[src/sv/tdf_pkg.sv]
// Shared types, character codes and register indexes for the text display filter.
package tdf_pkg;

    // Default width of the line number field, in decimal digits
    localparam int NUMBER_DIGITS_DEF = 6;
    // Entries in the queue between classifier and expander
    localparam int QUEUE_DEPTH_DEF = 2;

    // Character codes
    localparam logic [7:0] CH_TAB    = 8'd9;
    localparam logic [7:0] CH_NL     = 8'd10;
    localparam logic [7:0] CH_SPACE  = 8'd32;
    localparam logic [7:0] CH_DOLLAR = 8'd36;
    localparam logic [7:0] CH_MINUS  = 8'd45;
    localparam logic [7:0] CH_ZERO   = 8'd48;
    localparam logic [7:0] CH_QUEST  = 8'd63;
    localparam logic [7:0] CH_AT     = 8'd64;
    localparam logic [7:0] CH_I      = 8'd73;
    localparam logic [7:0] CH_M      = 8'd77;
    localparam logic [7:0] CH_CARET  = 8'd94;
    localparam logic [6:0] CH_DEL    = 7'd127;
    localparam logic [6:0] CH_CTL_END = 7'd32;

    // Configuration register indexes
    localparam logic [2:0] REG_SQUEEZE_BLANK    = 3'd0;
    localparam logic [2:0] REG_NUMBER_ALL       = 3'd1;
    localparam logic [2:0] REG_NUMBER_NONBLANK  = 3'd2;
    localparam logic [2:0] REG_SHOW_ENDS        = 3'd3;
    localparam logic [2:0] REG_SHOW_TABS        = 3'd4;
    localparam logic [2:0] REG_SHOW_NONPRINTING = 3'd5;

    typedef struct packed {
        logic squeeze_blank;
        logic number_all;
        logic number_nonblank;
        logic show_ends;
        logic show_tabs;
        logic show_nonprinting;
    } t_cfg;

    // Classified item: number prefix flag plus the 1 to 4 character bytes
    typedef struct packed {
        logic            numbered;
        logic [3:0][7:0] bytes;
        logic [2:0]      len;
    } t_tail;

endpackage

[src/sv/tdf_front.sv]
// Classifier: keeps the stream state, squeezes blank lines, counts lines, builds escapes.
module tdf_front #(
    parameter int NUMBER_DIGITS = tdf_pkg::NUMBER_DIGITS_DEF
) (
    input  logic                         i_clk,
    input  logic                         i_rst_n,
    input  tdf_pkg::t_cfg                i_cfg,
    input  logic                         i_valid,
    output logic                         o_ready,
    input  logic [7:0]                   i_byte,
    input  logic                         i_file_start,
    input  logic                         i_full,
    output logic                         o_push,
    output tdf_pkg::t_tail               o_tail,
    output logic [4*NUMBER_DIGITS-1:0]   o_bcd,
    output logic [NUMBER_DIGITS-1:0]     o_shown
);
    import tdf_pkg::*;

    localparam int BW = 4 * NUMBER_DIGITS;

    logic [7:0]    r_prev, n_prev;
    logic [1:0]    r_run, n_run;
    logic [BW-1:0] r_bcd, n_bcd;

    logic [7:0]    prev_eff;
    logic [1:0]    run_eff;
    logic [BW-1:0] bcd_eff, bcd_inc;
    logic          is_nl, prev_nl, squeezed, numbered, accept;

    assign o_ready = !i_full;
    assign accept  = i_valid && o_ready;
    assign o_push  = accept && !squeezed;

    // Line state: file start clears it before the byte is looked at
    always_comb begin
        logic       all9;
        logic       carry;
        logic [3:0] d;
        prev_eff = i_file_start ? CH_NL : r_prev;
        run_eff  = i_file_start ? 2'd0 : r_run;
        bcd_eff  = i_file_start ? '0 : r_bcd;
        is_nl    = (i_byte == CH_NL);
        prev_nl  = (prev_eff == CH_NL);

        if (is_nl && prev_nl) begin
            n_run = (run_eff == 2'd3) ? 2'd3 : run_eff + 2'd1;
        end else begin
            n_run = 2'd0;
        end
        squeezed = i_cfg.squeeze_blank && (n_run > 2'd1);

        if (i_cfg.number_nonblank) begin
            numbered = prev_nl && !is_nl && !squeezed;
        end else begin
            numbered = i_cfg.number_all && prev_nl && !squeezed;
        end

        // BCD increment, held at all nines
        all9  = 1'b1;
        carry = 1'b1;
        for (int i = 0; i < NUMBER_DIGITS; i++) begin
            d = bcd_eff[4*i +: 4];
            if (d != 4'd9) begin
                all9 = 1'b0;
            end
            if (carry) begin
                bcd_inc[4*i +: 4] = (d == 4'd9) ? 4'd0 : d + 4'd1;
            end else begin
                bcd_inc[4*i +: 4] = d;
            end
            carry = carry && (d == 4'd9);
        end
        if (numbered && !all9) begin
            n_bcd = bcd_inc;
        end else begin
            n_bcd = bcd_eff;
        end
        n_prev = i_byte;
    end

    // Leading zeros of the number field print as spaces
    always_comb begin
        logic any;
        any = 1'b0;
        for (int i = NUMBER_DIGITS - 1; i >= 0; i--) begin
            any = any || (n_bcd[4*i +: 4] != 4'd0);
            o_shown[i] = any || (i == 0);
        end
    end
    assign o_bcd = n_bcd;

    // Character part: tab, newline, escaped byte or plain byte
    always_comb begin
        logic [2:0] n;
        logic [6:0] lo;
        logic       ctl;
        n  = 3'd0;
        lo = i_byte[6:0];
        ctl = (lo < CH_CTL_END) || (lo == CH_DEL);
        o_tail.numbered = numbered;
        o_tail.bytes    = '0;
        if (i_byte == CH_TAB) begin
            if (i_cfg.show_tabs) begin
                o_tail.bytes[0] = CH_CARET;
                o_tail.bytes[1] = CH_I;
                n = 3'd2;
            end else begin
                o_tail.bytes[0] = CH_TAB;
                n = 3'd1;
            end
        end else if (is_nl) begin
            if (i_cfg.show_ends) begin
                o_tail.bytes[0] = CH_DOLLAR;
                o_tail.bytes[1] = CH_NL;
                n = 3'd2;
            end else begin
                o_tail.bytes[0] = CH_NL;
                n = 3'd1;
            end
        end else if (i_cfg.show_nonprinting) begin
            if (i_byte[7]) begin
                o_tail.bytes[0] = CH_M;
                o_tail.bytes[1] = CH_MINUS;
                n = 3'd2;
            end
            if (ctl) begin
                o_tail.bytes[n[1:0]] = CH_CARET;
                n = n + 3'd1;
                o_tail.bytes[n[1:0]] = (lo == CH_DEL) ? CH_QUEST : {1'b0, lo} + CH_AT;
            end else begin
                o_tail.bytes[n[1:0]] = {1'b0, lo};
            end
            n = n + 3'd1;
        end else begin
            o_tail.bytes[0] = i_byte;
            n = 3'd1;
        end
        o_tail.len = n;
    end

    // State registers
    always_ff @(posedge i_clk) begin
        if (!i_rst_n) begin
            r_prev <= CH_NL;
            r_run  <= 2'd0;
            r_bcd  <= '0;
        end else if (accept) begin
            r_prev <= n_prev;
            r_run  <= n_run;
            r_bcd  <= n_bcd;
        end
    end

endmodule

[src/sv/tdf_fifo.sv]
// Small register queue between classifier and expander.
module tdf_fifo #(
    parameter int WIDTH = 8,
    parameter int DEPTH = tdf_pkg::QUEUE_DEPTH_DEF
) (
    input  logic             i_clk,
    input  logic             i_rst_n,
    input  logic             i_push,
    input  logic [WIDTH-1:0] i_data,
    input  logic             i_pop,
    output logic             o_valid,
    output logic             o_full,
    output logic [WIDTH-1:0] o_data
);
    localparam int AW = (DEPTH > 1) ? $clog2(DEPTH) : 1;
    localparam int CW = $clog2(DEPTH + 1);

    logic [WIDTH-1:0] r_mem [DEPTH];
    logic [AW-1:0]    r_wr, n_wr, r_rd, n_rd;
    logic [CW-1:0]    r_cnt, n_cnt;

    assign o_valid = (r_cnt != '0);
    assign o_full  = (r_cnt == CW'(DEPTH));
    assign o_data  = r_mem[r_rd];

    // Pointer and count update
    always_comb begin
        n_wr  = r_wr;
        n_rd  = r_rd;
        n_cnt = r_cnt;
        if (i_push) begin
            n_wr = (r_wr == AW'(DEPTH - 1)) ? '0 : r_wr + AW'(1);
        end
        if (i_pop) begin
            n_rd = (r_rd == AW'(DEPTH - 1)) ? '0 : r_rd + AW'(1);
        end
        if (i_push && !i_pop) begin
            n_cnt = r_cnt + CW'(1);
        end else if (!i_push && i_pop) begin
            n_cnt = r_cnt - CW'(1);
        end
    end

    always_ff @(posedge i_clk) begin
        if (!i_rst_n) begin
            r_wr  <= '0;
            r_rd  <= '0;
            r_cnt <= '0;
        end else begin
            r_wr  <= n_wr;
            r_rd  <= n_rd;
            r_cnt <= n_cnt;
        end
    end

    always_ff @(posedge i_clk) begin
        if (i_push) begin
            r_mem[r_wr] <= i_data;
        end
    end

    a_no_overflow: assert property (@(posedge i_clk) disable iff (!i_rst_n)
        i_push |-> (!o_full || i_pop))
        else $error("queue written while full");
    a_no_underflow: assert property (@(posedge i_clk) disable iff (!i_rst_n)
        i_pop |-> o_valid)
        else $error("queue read while empty");

endmodule

[src/sv/tdf_back.sv]
// Expander: walks the head item byte by byte into the registered output stage.
module tdf_back #(
    parameter int NUMBER_DIGITS = tdf_pkg::NUMBER_DIGITS_DEF
) (
    input  logic                         i_clk,
    input  logic                         i_rst_n,
    input  logic                         i_valid,
    input  tdf_pkg::t_tail               i_tail,
    input  logic [4*NUMBER_DIGITS-1:0]   i_bcd,
    input  logic [NUMBER_DIGITS-1:0]     i_shown,
    output logic                         o_pop,
    output logic                         o_tvalid,
    input  logic                         i_tready,
    output logic [7:0]                   o_tdata,
    output logic                         o_tlast
);
    import tdf_pkg::*;

    // Wide enough to hold the beat count of the longest item
    localparam int PW = $clog2(NUMBER_DIGITS + 6);

    logic [PW-1:0] r_pos, n_pos;
    logic          r_ovalid;
    logic [7:0]    r_odata, n_byte;
    logic          r_olast;
    logic [PW-1:0] total, tpos;
    logic          last, load;

    assign total = i_tail.numbered ? PW'(NUMBER_DIGITS + 1) + PW'(i_tail.len)
                                   : PW'(i_tail.len);
    assign last  = (r_pos == total - PW'(1));
    assign load  = i_valid && (!r_ovalid || i_tready);
    assign o_pop = load && last;
    assign tpos  = r_pos - (i_tail.numbered ? PW'(NUMBER_DIGITS + 1) : PW'(0));

    // Byte at the current position: digits, tab, then character bytes
    always_comb begin
        n_byte = i_tail.bytes[tpos[1:0]];
        if (i_tail.numbered) begin
            if (r_pos == PW'(NUMBER_DIGITS)) begin
                n_byte = CH_TAB;
            end
            for (int i = 0; i < NUMBER_DIGITS; i++) begin
                if (r_pos == PW'(NUMBER_DIGITS - 1 - i)) begin
                    n_byte = i_shown[i] ? CH_ZERO + {4'd0, i_bcd[4*i +: 4]} : CH_SPACE;
                end
            end
        end
    end

    assign n_pos = last ? '0 : r_pos + PW'(1);

    // Position counter and output stage
    always_ff @(posedge i_clk) begin
        if (!i_rst_n) begin
            r_pos    <= '0;
            r_ovalid <= 1'b0;
        end else if (load) begin
            r_pos    <= n_pos;
            r_ovalid <= 1'b1;
        end else if (i_tready) begin
            r_ovalid <= 1'b0;
        end
    end

    always_ff @(posedge i_clk) begin
        if (load) begin
            r_odata <= n_byte;
            r_olast <= last;
        end
    end

    assign o_tvalid = r_ovalid;
    assign o_tdata  = r_odata;
    assign o_tlast  = r_olast;

    a_pos_in_range: assert property (@(posedge i_clk) disable iff (!i_rst_n)
        i_valid |-> (r_pos < total))
        else $error("expander position past end of item");
    a_pos_idle_zero: assert property (@(posedge i_clk) disable iff (!i_rst_n)
        !i_valid |-> (r_pos == '0))
        else $error("expander position nonzero with no item");
    a_last_marks_pop: assert property (@(posedge i_clk) disable iff (!i_rst_n)
        load |=> (r_olast == $past(o_pop)))
        else $error("tlast does not match item end");

endmodule

[src/sv/text_display_filter.sv]
// Top level of the text display filter: config registers, classifier, queue, expander.
//
// Each accepted byte yields 1 to NUMBER_DIGITS+5 output beats (none for a squeezed
// blank line). The output side sends one beat per cycle while the sink is ready, so
// plain bytes stream at one per cycle unless the output stalls. The classifier
// takes a new byte every cycle while the two-entry queue has room, so input and
// output stall independently. Configuration is meant to change only while idle.
module text_display_filter #(
    parameter int NUMBER_DIGITS = tdf_pkg::NUMBER_DIGITS_DEF,
    parameter int QUEUE_DEPTH   = tdf_pkg::QUEUE_DEPTH_DEF
) (
    input  logic       i_clk,
    input  logic       i_rst_n,
    input  logic       i_s_tvalid,
    output logic       o_s_tready,
    input  logic [7:0] i_s_tdata,   // [7:0] in_byte
    input  logic       i_s_tuser,   // [0] file_start
    output logic       o_m_tvalid,
    input  logic       i_m_tready,
    output logic [7:0] o_m_tdata,   // [7:0] out_byte
    output logic       o_m_tlast,
    input  logic       i_cfg_we,
    input  logic [2:0] i_cfg_idx,
    input  logic       i_cfg_wdata
);
    import tdf_pkg::*;

    localparam int BW = 4 * NUMBER_DIGITS;
    localparam int QW = $bits(t_tail) + BW + NUMBER_DIGITS;

    t_cfg                   r_cfg;
    t_tail                  f_tail, b_tail;
    logic [BW-1:0]          f_bcd, b_bcd;
    logic [NUMBER_DIGITS-1:0] f_shown, b_shown;
    logic                   push, pop, q_valid, q_full;
    logic [QW-1:0]          q_head;

    // Configuration registers
    always_ff @(posedge i_clk) begin
        if (!i_rst_n) begin
            r_cfg <= '0;
        end else if (i_cfg_we) begin
            case (i_cfg_idx)
                REG_SQUEEZE_BLANK:    r_cfg.squeeze_blank    <= i_cfg_wdata;
                REG_NUMBER_ALL:       r_cfg.number_all       <= i_cfg_wdata;
                REG_NUMBER_NONBLANK:  r_cfg.number_nonblank  <= i_cfg_wdata;
                REG_SHOW_ENDS:        r_cfg.show_ends        <= i_cfg_wdata;
                REG_SHOW_TABS:        r_cfg.show_tabs        <= i_cfg_wdata;
                REG_SHOW_NONPRINTING: r_cfg.show_nonprinting <= i_cfg_wdata;
                default: ;
            endcase
        end
    end

    tdf_front #(.NUMBER_DIGITS(NUMBER_DIGITS)) u_front (
        .i_clk        (i_clk),
        .i_rst_n      (i_rst_n),
        .i_cfg        (r_cfg),
        .i_valid      (i_s_tvalid),
        .o_ready      (o_s_tready),
        .i_byte       (i_s_tdata),
        .i_file_start (i_s_tuser),
        .i_full       (q_full),
        .o_push       (push),
        .o_tail       (f_tail),
        .o_bcd        (f_bcd),
        .o_shown      (f_shown)
    );

    tdf_fifo #(.WIDTH(QW), .DEPTH(QUEUE_DEPTH)) u_queue (
        .i_clk   (i_clk),
        .i_rst_n (i_rst_n),
        .i_push  (push),
        .i_data  ({f_tail, f_bcd, f_shown}),
        .i_pop   (pop),
        .o_valid (q_valid),
        .o_full  (q_full),
        .o_data  (q_head)
    );

    assign {b_tail, b_bcd, b_shown} = q_head;

    tdf_back #(.NUMBER_DIGITS(NUMBER_DIGITS)) u_back (
        .i_clk    (i_clk),
        .i_rst_n  (i_rst_n),
        .i_valid  (q_valid),
        .i_tail   (b_tail),
        .i_bcd    (b_bcd),
        .i_shown  (b_shown),
        .o_pop    (pop),
        .o_tvalid (o_m_tvalid),
        .i_tready (i_m_tready),
        .o_tdata  (o_m_tdata),
        .o_tlast  (o_m_tlast)
    );

endmodule
[config.mk]
export PLATFORM = sky130hd
export DESIGN_NAME = text_display_filter
export DESIGN_NICKNAME = d
export VERILOG_FILES = /design/src/sv/tdf_pkg.sv /design/src/sv/tdf_front.sv /design/src/sv/tdf_fifo.sv /design/src/sv/tdf_back.sv /design/src/sv/text_display_filter.sv
export SDC_FILE = /design/constraint.sdc
export NUM_CORES = 1
export LEC_CHECK = 0
export BUFFER_PORTS_ARGS = -buffer_cell sky130_fd_sc_hd__buf_2
export CORE_MARGIN = 10
export CORE_UTILIZATION = 65
export CTS_CLUSTER_DIAMETER = 40
export CTS_CLUSTER_SIZE = 12
export DETAILED_ROUTE_END_ITERATION = 10
export GPL_TIMING_DRIVEN = 1
export PLACE_DENSITY = 0.85
export SLEW_MARGIN = 20
export SYNTH_ARGS = -nofsm -noshare
export SYNTH_HDL_FRONTEND = slang
export SYNTH_SLANG_ARGS = --single-unit
[constraint.sdc]
create_clock -name i_clk -period 15.15 [get_ports i_clk]
set_clock_uncertainty 0.1 [all_clocks]
set_input_delay 3.03 -clock i_clk [delete_from_list [all_inputs] [get_ports i_clk]]
set_output_delay 3.03 -clock i_clk [all_outputs]
set_load 0.005 [all_outputs]
; ---- Word-level counts from Yosys, hierarchy flattened
; Memories as Yosys holds them, arrays and structs flattened. A register that Yosys moved wholly into a read port is not among the register bits.
; Cells that the tools add are included.
[totals]
reg_bits = 58
ramBits = 130
inputBits = 18
output_inout_bits = 11
wordCells = 217
mem_count = 1
[mem_list]
columns = memory, depth, width, read_ports, rd_clocked_by_memory_dff, write_ports, line
row1 = u_queue.r_mem, 2, 65, 1, 1, 1, tdf_fifo.sv:18  ; logic [WIDTH-1:0] r_mem [DEPTH];
[classes]
n_addsub = 24
order_cmp = 7
n_eq_ne = 30
muxes = 88
bitwise_logic = 3
reduce_logical = 48
[ops]
columns = op, n
row1 = 2-to-1 mux 8 bit, 20
row2 = 2-to-1 mux 16 bit, 7
row3 = 2-to-1 mux 24 bit, 3
row4 = bitwise mux 32 bit, 2
row5 = 2-to-1 mux 4 bit, 14
row6 = "adder 6 x 4 -> 7 bit, first input constant", 6
row7 = demux 8 bit (select 2 bit), 2
row8 = 2-to-1 mux 32 bit, 1
row9 = 2-to-1 mux 3 bit, 10
row10 = "adder 4 x 1 -> 4 bit, second input constant", 7
row11 = "== test 4 bit, second input constant", 6
row12 = "== test 8 x 4 -> 1 bit, second input constant", 3
row13 = "!= test 4 bit, second input constant", 6
row14 = OR 10 x 20 -> 20 bit, 1
row15 = nonzero test 4 bit, 5
row16 = logical AND 1 bit, 19
row17 = 2-to-1 mux 2 bit, 9
row18 = binary-select mux 8 bit (select 2 bit), 1
row19 = 2-to-1 mux 1 bit, 15
row20 = 2-to-1 mux 14 bit, 1
row21 = 2-to-1 mux 7 bit, 2
row22 = AND 6 x 12 -> 12 bit, 1
row23 = "== test 4 x 3 -> 1 bit, second input constant", 3
row24 = inverter 12 bit, 1
row25 = other kinds (27), 55

; ---- Logic depth before layout (Yosys ltp)
[logic_depth]
word_depth = 16
depth_mapped = 17
ltp_nobuf = 15

; ---- Modules after synthesis
; A second synthesis with hierarchy kept.
[hier_totals]
hier_cells = 862
hier_area_um2 = 9843.2
[modules_own_cells]
columns = module, instances, cells_each, area_per_inst_um2, seq_area_each_um2
row1 = tdf_fifo, 1, 227, 4994.8, 4063.9
row2 = tdf_front, 1, 440, 3019.1, 680.7
row3 = tdf_back, 1, 170, 1559.0, 370.4
row4 = text_display_filter, 1, 25, 270.3, 120.1

; ---- Least setup slack after synthesis
; No wires, ideal clock.
[synth_timing]
kind = in2reg
startpoint = input i_s_tdata[5]
endpoint = memory u_queue.r_mem[0][0] (netlist bit), enable pin
setup_time_ns = 0.494
arrival_time_ns = 6.708
required_time_ns = 14.556
setup_slack_ns = 7.848
cell_stages = 6
path_buffers = 1
cell_sequence = buf_2 nor2_1 nand2_1 nor3b_1 a41oi_1 nor2b_1
[synth_between]
elab_chain_len = 9
[synth_rtl]
columns = item, line
row1 = "start, declared", text_display_filter.sv:16  ; input logic [7:0] i_s_tdata,
row2 = == test 8 x 4 -> 1 bit, tdf_front.sv:43  ; is_nl = (i_byte == CH_NL);
row3 = logical AND 1 bit, tdf_front.sv:46  ; if (is_nl && prev_nl) begin
row4 = 2-to-1 mux 2 bit, tdf_front.sv:46
row5 = > comparator 2 x 1 -> 1 bit, tdf_front.sv:51  ; squeezed = i_cfg.squeeze_blank && (n_run > 2'd1);
row6 = logical AND 1 bit, tdf_front.sv:51
row7 = zero test 1 bit, tdf_front.sv:33  ; assign o_push = accept && !squeezed;
row8 = logical AND 1 bit, tdf_front.sv:33
row9 = named net push, text_display_filter.sv:35  ; logic push, pop, q_valid, q_full;
row10 = 2-to-1 mux 1 bit, tdf_fifo.sv:57  ; if (i_push) begin
row11 = 2-to-1 mux 1 bit (implied by the code), tdf_fifo.sv:58  ; r_mem[r_wr] <= i_data;
row12 = "end, declared", tdf_fifo.sv:18
; The timed path passes the listed nets, and every way through them passes these cells.

; ---- Worst setup path after layout
[layout_timing]
startpoint = input i_s_tuser
endpoint = memory u_queue.r_mem[0][0] (netlist bit), data pin
[layout_between]
elab_chain_len = 16
elab_cells_between_ends = 66
cone_classes = add/sub (6) / order compare (1) / eq/ne (14) / mux (23) / reduce/logical (22)
[layout_rtl]
columns = item, line
row1 = "start, declared", text_display_filter.sv:17  ; input logic i_s_tuser,
row2 = 2-to-1 mux 2 bit (tied with other cells), tdf_front.sv:41  ; run_eff = i_file_start ? 2'd0 : r_run;
row3 = adder 2 x 1 -> 2 bit (tied with other cells), tdf_front.sv:47  ; n_run = (run_eff == 2'd3) ? 2'd3 : run_eff + 2'd1;
row4 = 2-to-1 mux 2 bit (tied with other cells), tdf_front.sv:47
row5 = 2-to-1 mux 2 bit / 2-to-1 mux 1 bit (equally long branches), "tdf_front.sv:46, tdf_front.sv:64"
row6 = > comparator 2 x 1 -> 1 bit / 2-to-1 mux 1 bit (equally long branches), "tdf_front.sv:51, tdf_front.sv:64"
row7 = logical AND 1 bit / 2-to-1 mux 1 bit (equally long branches), "tdf_front.sv:51, tdf_front.sv:64"
row8 = zero test 1 bit / 2-to-1 mux 1 bit (equally long branches), "tdf_front.sv:54, tdf_front.sv:56, tdf_front.sv:64"
row9 = logical AND 1 bit (tied with other cells), tdf_front.sv:56  ; numbered = i_cfg.number_all && prev_nl && !squeezed;
row10 = 2-to-1 mux 1 bit / zero test 1 bit (equally long branches), "tdf_front.sv:53, tdf_front.sv:74"
row11 = logical AND 1 bit, tdf_front.sv:74  ; if (numbered && !all9) begin
row12 = 2-to-1 mux 24 bit (*), tdf_front.sv:74
row13 = nonzero test 4 bit, tdf_front.sv:87  ; any = any || (n_bcd[4*i +: 4] != 4'd0);
row14 = logical OR 1 bit, tdf_front.sv:87
row15 = logical OR 1 bit (*), tdf_front.sv:87
row16 = named net f_shown[3], text_display_filter.sv:34  ; logic [NUMBER_DIGITS-1:0] f_shown, b_shown;
row17 = logical OR 1 bit (*) (2 in a row), tdf_front.sv:87
row18 = named net f_shown[1], text_display_filter.sv:34
; Mark *: on every way through the listed nets, which the timed path passes. The rest lies on a longest branch.

==> qor_table.md <==
| Parameter | Reported | Unit |
|:---|:---|:---|
| Met3 layer wire length in the routed design | 2000 | um |
| Area of the core region | 0.0139 | sq mm |
| Final standard cell area without fillers | 0.0101 | sq mm |
| Overall overflow remaining after global route | 0 | - |
| Portion of the clock cycle consumed by the worst path in the final layout | 37.2 | % |
| Fill cells | 900 | - |
| Most used standard cells in the synthesized netlist | sky130_fd_sc_hd__edfxtp_1, sky130_fd_sc_hd__nor2_1, sky130_fd_sc_hd__nand2_1 | - |
| Highest routing layer actually used | met4 | - |
| Most used flip-flop cell after synthesis | sky130_fd_sc_hd__edfxtp_1 | - |
| Vertical die dimension | 140 | um |
| Area Growth Syn to Fin | 8.82 | % |
| Number of placed cells counting well taps | 1,004 | - |
| Setup TNS | 0 | ns |
| Global-route wire length before repair | 33,900 | um |
| # setup viols final | 0 | - |
| Power per cell area | 158 | mW/mm^2 |
| Number of pins with negative max-slew slack in the final report | 0 | - |
| Cells along the critical path | buf_2, o21ba_2, a21oi_1, nor2_1, nor4_4, mux2i_1, nand4_1, a21o_1 | - |
| Kind of critical path | input pin to flop | - |
| Status | complete, no violations | - |
| Number of max-cap violations | 0 | - |
| Die area | 0.0195 | sq mm |
| Resized cells post-CTS | 0 | - |
| Worst Hold Margin | 0.355 | ns |
| Diodes inserted | 0 | - |
| Clock tree from TritonCTS | yes | - |
| F_max | 178 | MHz |
| Number of standard cells after synthesis | 833 | - |
| Global routing usage summed across all routing layers | 21.5 | % |
| Routed met1 length | 8940 | um |
| Total vias in the final route | 6,804 | - |
| Hold Buf Count CTS | 0 | - |
| Netlist area before placement | 0.00931 | sq mm |
| Syn avg cell area | 11.2 | sq um |
| Inserted Clock Buffers | 17 | - |
| CTS Buffer Depth | 2 | - |
| Weighted congestion at the end of routability-driven global placement | 0.994 | - |
| Number of optimization iterations in the first detailed-route pass | 6 | - |
| Post-DP HPWL | 14,300 | um |
| CTS root buf | sky130_fd_sc_hd__clkbuf_16 | - |
| Arr. time, crit path | 5.71 | ns |
| Nets | 870 | - |
| Placement Cell Area | 0.00954 | sq mm |
| Synthesis Warnings | 0 | - |
| Post-layout minimum cycle time | 5.63 | ns |
| Clock edge transition at the registers on the reported setup and hold paths | 0.07 | ns |
| Standard cell with the maximum stage delay on the critical path | sky130_fd_sc_hd__buf_2 | - |
| Chip width | 140 | um |
| Number of global-route vias before repair | 6,444 | - |
| Post-CTS setup-driven buffer insertion count | 0 | - |
| Final routed DRC violation total | 0 | - |
| Insertion delay to the later sink of the worst-skew pair | 0.43 | ns |
| Area used by multi-input combinational logic | 0.00394 | sq mm |
| Post-synth EDFFs | 137 | - |
| Mean routed wirelength per cell | 20.4 | um |
| IR drop worst, VDD | 0.0000930 | V |
| Largest net degree at the start of global routing | 65 | - |
| Worst EP required | 15.23 | ns |
| Slew @ Worst Pin | 0.907 | ns |
| DRT Wirelength | 21,100 | um |
| Fin cells | 1,036 | - |
| Synth cell types | 78 | - |
| Number of I/O pins | 29 | - |
| Vias per cell | 6.57 | - |
| Path type of the worst min-delay path | flop to flop | - |
| Startpoint Class | input pin | - |
| Sequential share of the synthesized area | 55.0 | % |
| Total Power | 1.60 | mW |
| Count of nets left with antenna violations after detail routing | 0 | - |
| FF/Latch Area | 0.00512 | sq mm |
| RSZ-0062 raised after global routing | no | - |
| Worst Setup End Kind | flop | - |
| Ratio of cells with drive above 1 in the final layout | 12.9 | % |
| Fraction of registers with async set/reset | 0 | % |
| Max stage delay on crit path | 0.61 | ns |
| Most repeated cell in the gate-level netlist after synthesis | sky130_fd_sc_hd__edfxtp_1 | - |
| Area leader, netlist | sky130_fd_sc_hd__edfxtp_1 | - |
| Initial detailed-routing violation count | 1,137 | - |
| Leakage power of the design | 3.42 | nW |
| Number of rows in the core area | 43 | - |
| Met2 Routed Length | 9650 | um |
| Antenna violations before repair | 0 | - |
| Critical Path Fanout Max | 42 | - |
| Final hold violation count | 0 | - |
| Initial core utilization | 66.8 | % |
| Flip-flop and latch count after synthesis | 187 | - |
| Cells taking the most area after synthesis | sky130_fd_sc_hd__edfxtp_1, sky130_fd_sc_hd__dfxtp_1, sky130_fd_sc_hd__mux2i_1, sky130_fd_sc_hd__mux4_2, sky130_fd_sc_hd__nor2_1 | - |
| Port Buf Inserts | 28 | - |
| Worst rel slew slack | 39.6 | % |
| CTS H-tree depth | 4 | - |
| Fraction of synthesized cell area taken by the top area cell type | 44.2 | % |
| Number of sinks handled by clock tree synthesis | 187 | - |
cell families (layout without fill, tap and decap cells):
kind of cell | Yosys count | count (layout) | synth area share [%]
AOI/OAI and AO/OA | 159 | 159 | 10.5
xor gates and xnor gates | 32 | 32 | 3.09
adders and majority gates | 9 | 9 | 1.21
buffers and inverters | 65 | 85 | 2.88
DFF | 187 | 187 | 55.0
muxes | 69 | 69 | 9.67
other | 1 | 4 | 0.0403
and+or+nand+nor | 311 | 311 | 17.6
per-stage QoR:
step	worst slack (ns)	util (%)
6_report	9.52	72.7
5_1_grt	9.31	72.7
4_1_cts	9.61	72.7
3_5_place_dp	9.17	68.5
3_3_place_gp	9.28	68.5
2_1_floorplan	7.85	-
metal layers:
| metal | track usage [%] | up-vias |
|---|---|---|
| met5 | 0 | - |
| met4 | 8.37 | 0 |
| met3 | 4.56 | 60 |
| met2 | 32.4 | 378 |
| met1 | 29.8 | 3242 |
| li1 | - | 3124 |
cells in the final DEF (no fill, tap or decap), drive strengths merged, types with 4 or more instances in the layout:
| cell | n |
|---|---|
| a21o | 6 |
| and3 | 12 |
| xor2 | 7 |
| conb | 4 |
| a31oi | 8 |
| nor3b | 7 |
| or4 | 4 |
| and2 | 7 |
| o211ai | 8 |
| dfxtp | 50 |
| clkbuf | 21 |
| mux2 | 7 |
| nor3 | 28 |
| o22ai | 7 |
| clkinv | 5 |
| inv | 21 |
| nand3 | 26 |
| nand2 | 72 |
| nand4 | 13 |
| or3 | 6 |
| nor4 | 10 |
| mux2i | 47 |
| a21oi | 53 |
| nand2b | 7 |
| mux4 | 15 |
| nor2b | 12 |
| edfxtp | 137 |
| o21ai | 43 |
| xnor2 | 25 |
| o31ai | 8 |
| buf | 34 |
| nor2 | 87 |
| ha | 9 |
| a211oi | 4 |
state kept, by name (all words and copies together) (netlist names), 2 cells and up, named ones only:
signal and cells:
u_queue.r_mem 128, u_front.r_bcd 24, u_back.o_tdata 8, u_front.r_prev 8, r_cfg 6, u_back.r_pos 4
u_front.r_run 2, u_queue.r_cnt 2
final timing paths:
kind / endpoint / start / slack [ns] / depth (start not counted)
worst max-delay path: u_queue.r_mem[0][0] / i_s_tuser / 9.52 / 8
worst min-delay path: u_front.r_prev[2] / u_front.r_prev[2] / 0.35 / 2
worst max register to register: u_back.o_tdata[3] / flop / 10.38 / 12
worst min register to register: u_front.r_prev[2] / u_front.r_prev[2] / 0.35 / 2
layout make-up:
cell class | count | area share [%]
clock buffer | 21 | 4.45
clock inverter | 11 | 1.33
inverter | 19 | 0.704
multi-input combinational | 584 | 38.9
sequential | 187 | 50.5
tap | 180 | 2.22
timing repair buffer | 34 | 1.83
worst max-delay path: cells and delay by family:
family                 cells  cell delay, ns
AO/OA/AOI/OAI              3            0.88
AND/OR/NAND/NOR            3            0.86
buffers and inverters      1            0.61
multiplexers               1            0.33
power breakdown:
group          internal [mW]  leakage [nW]  switching, mW
clock                  0.250         0.281          0.192
combinational          0.200          1.43          0.266
sequential             0.658          1.72         0.0303
Note: power is estimated with default switching activity, not from simulation.
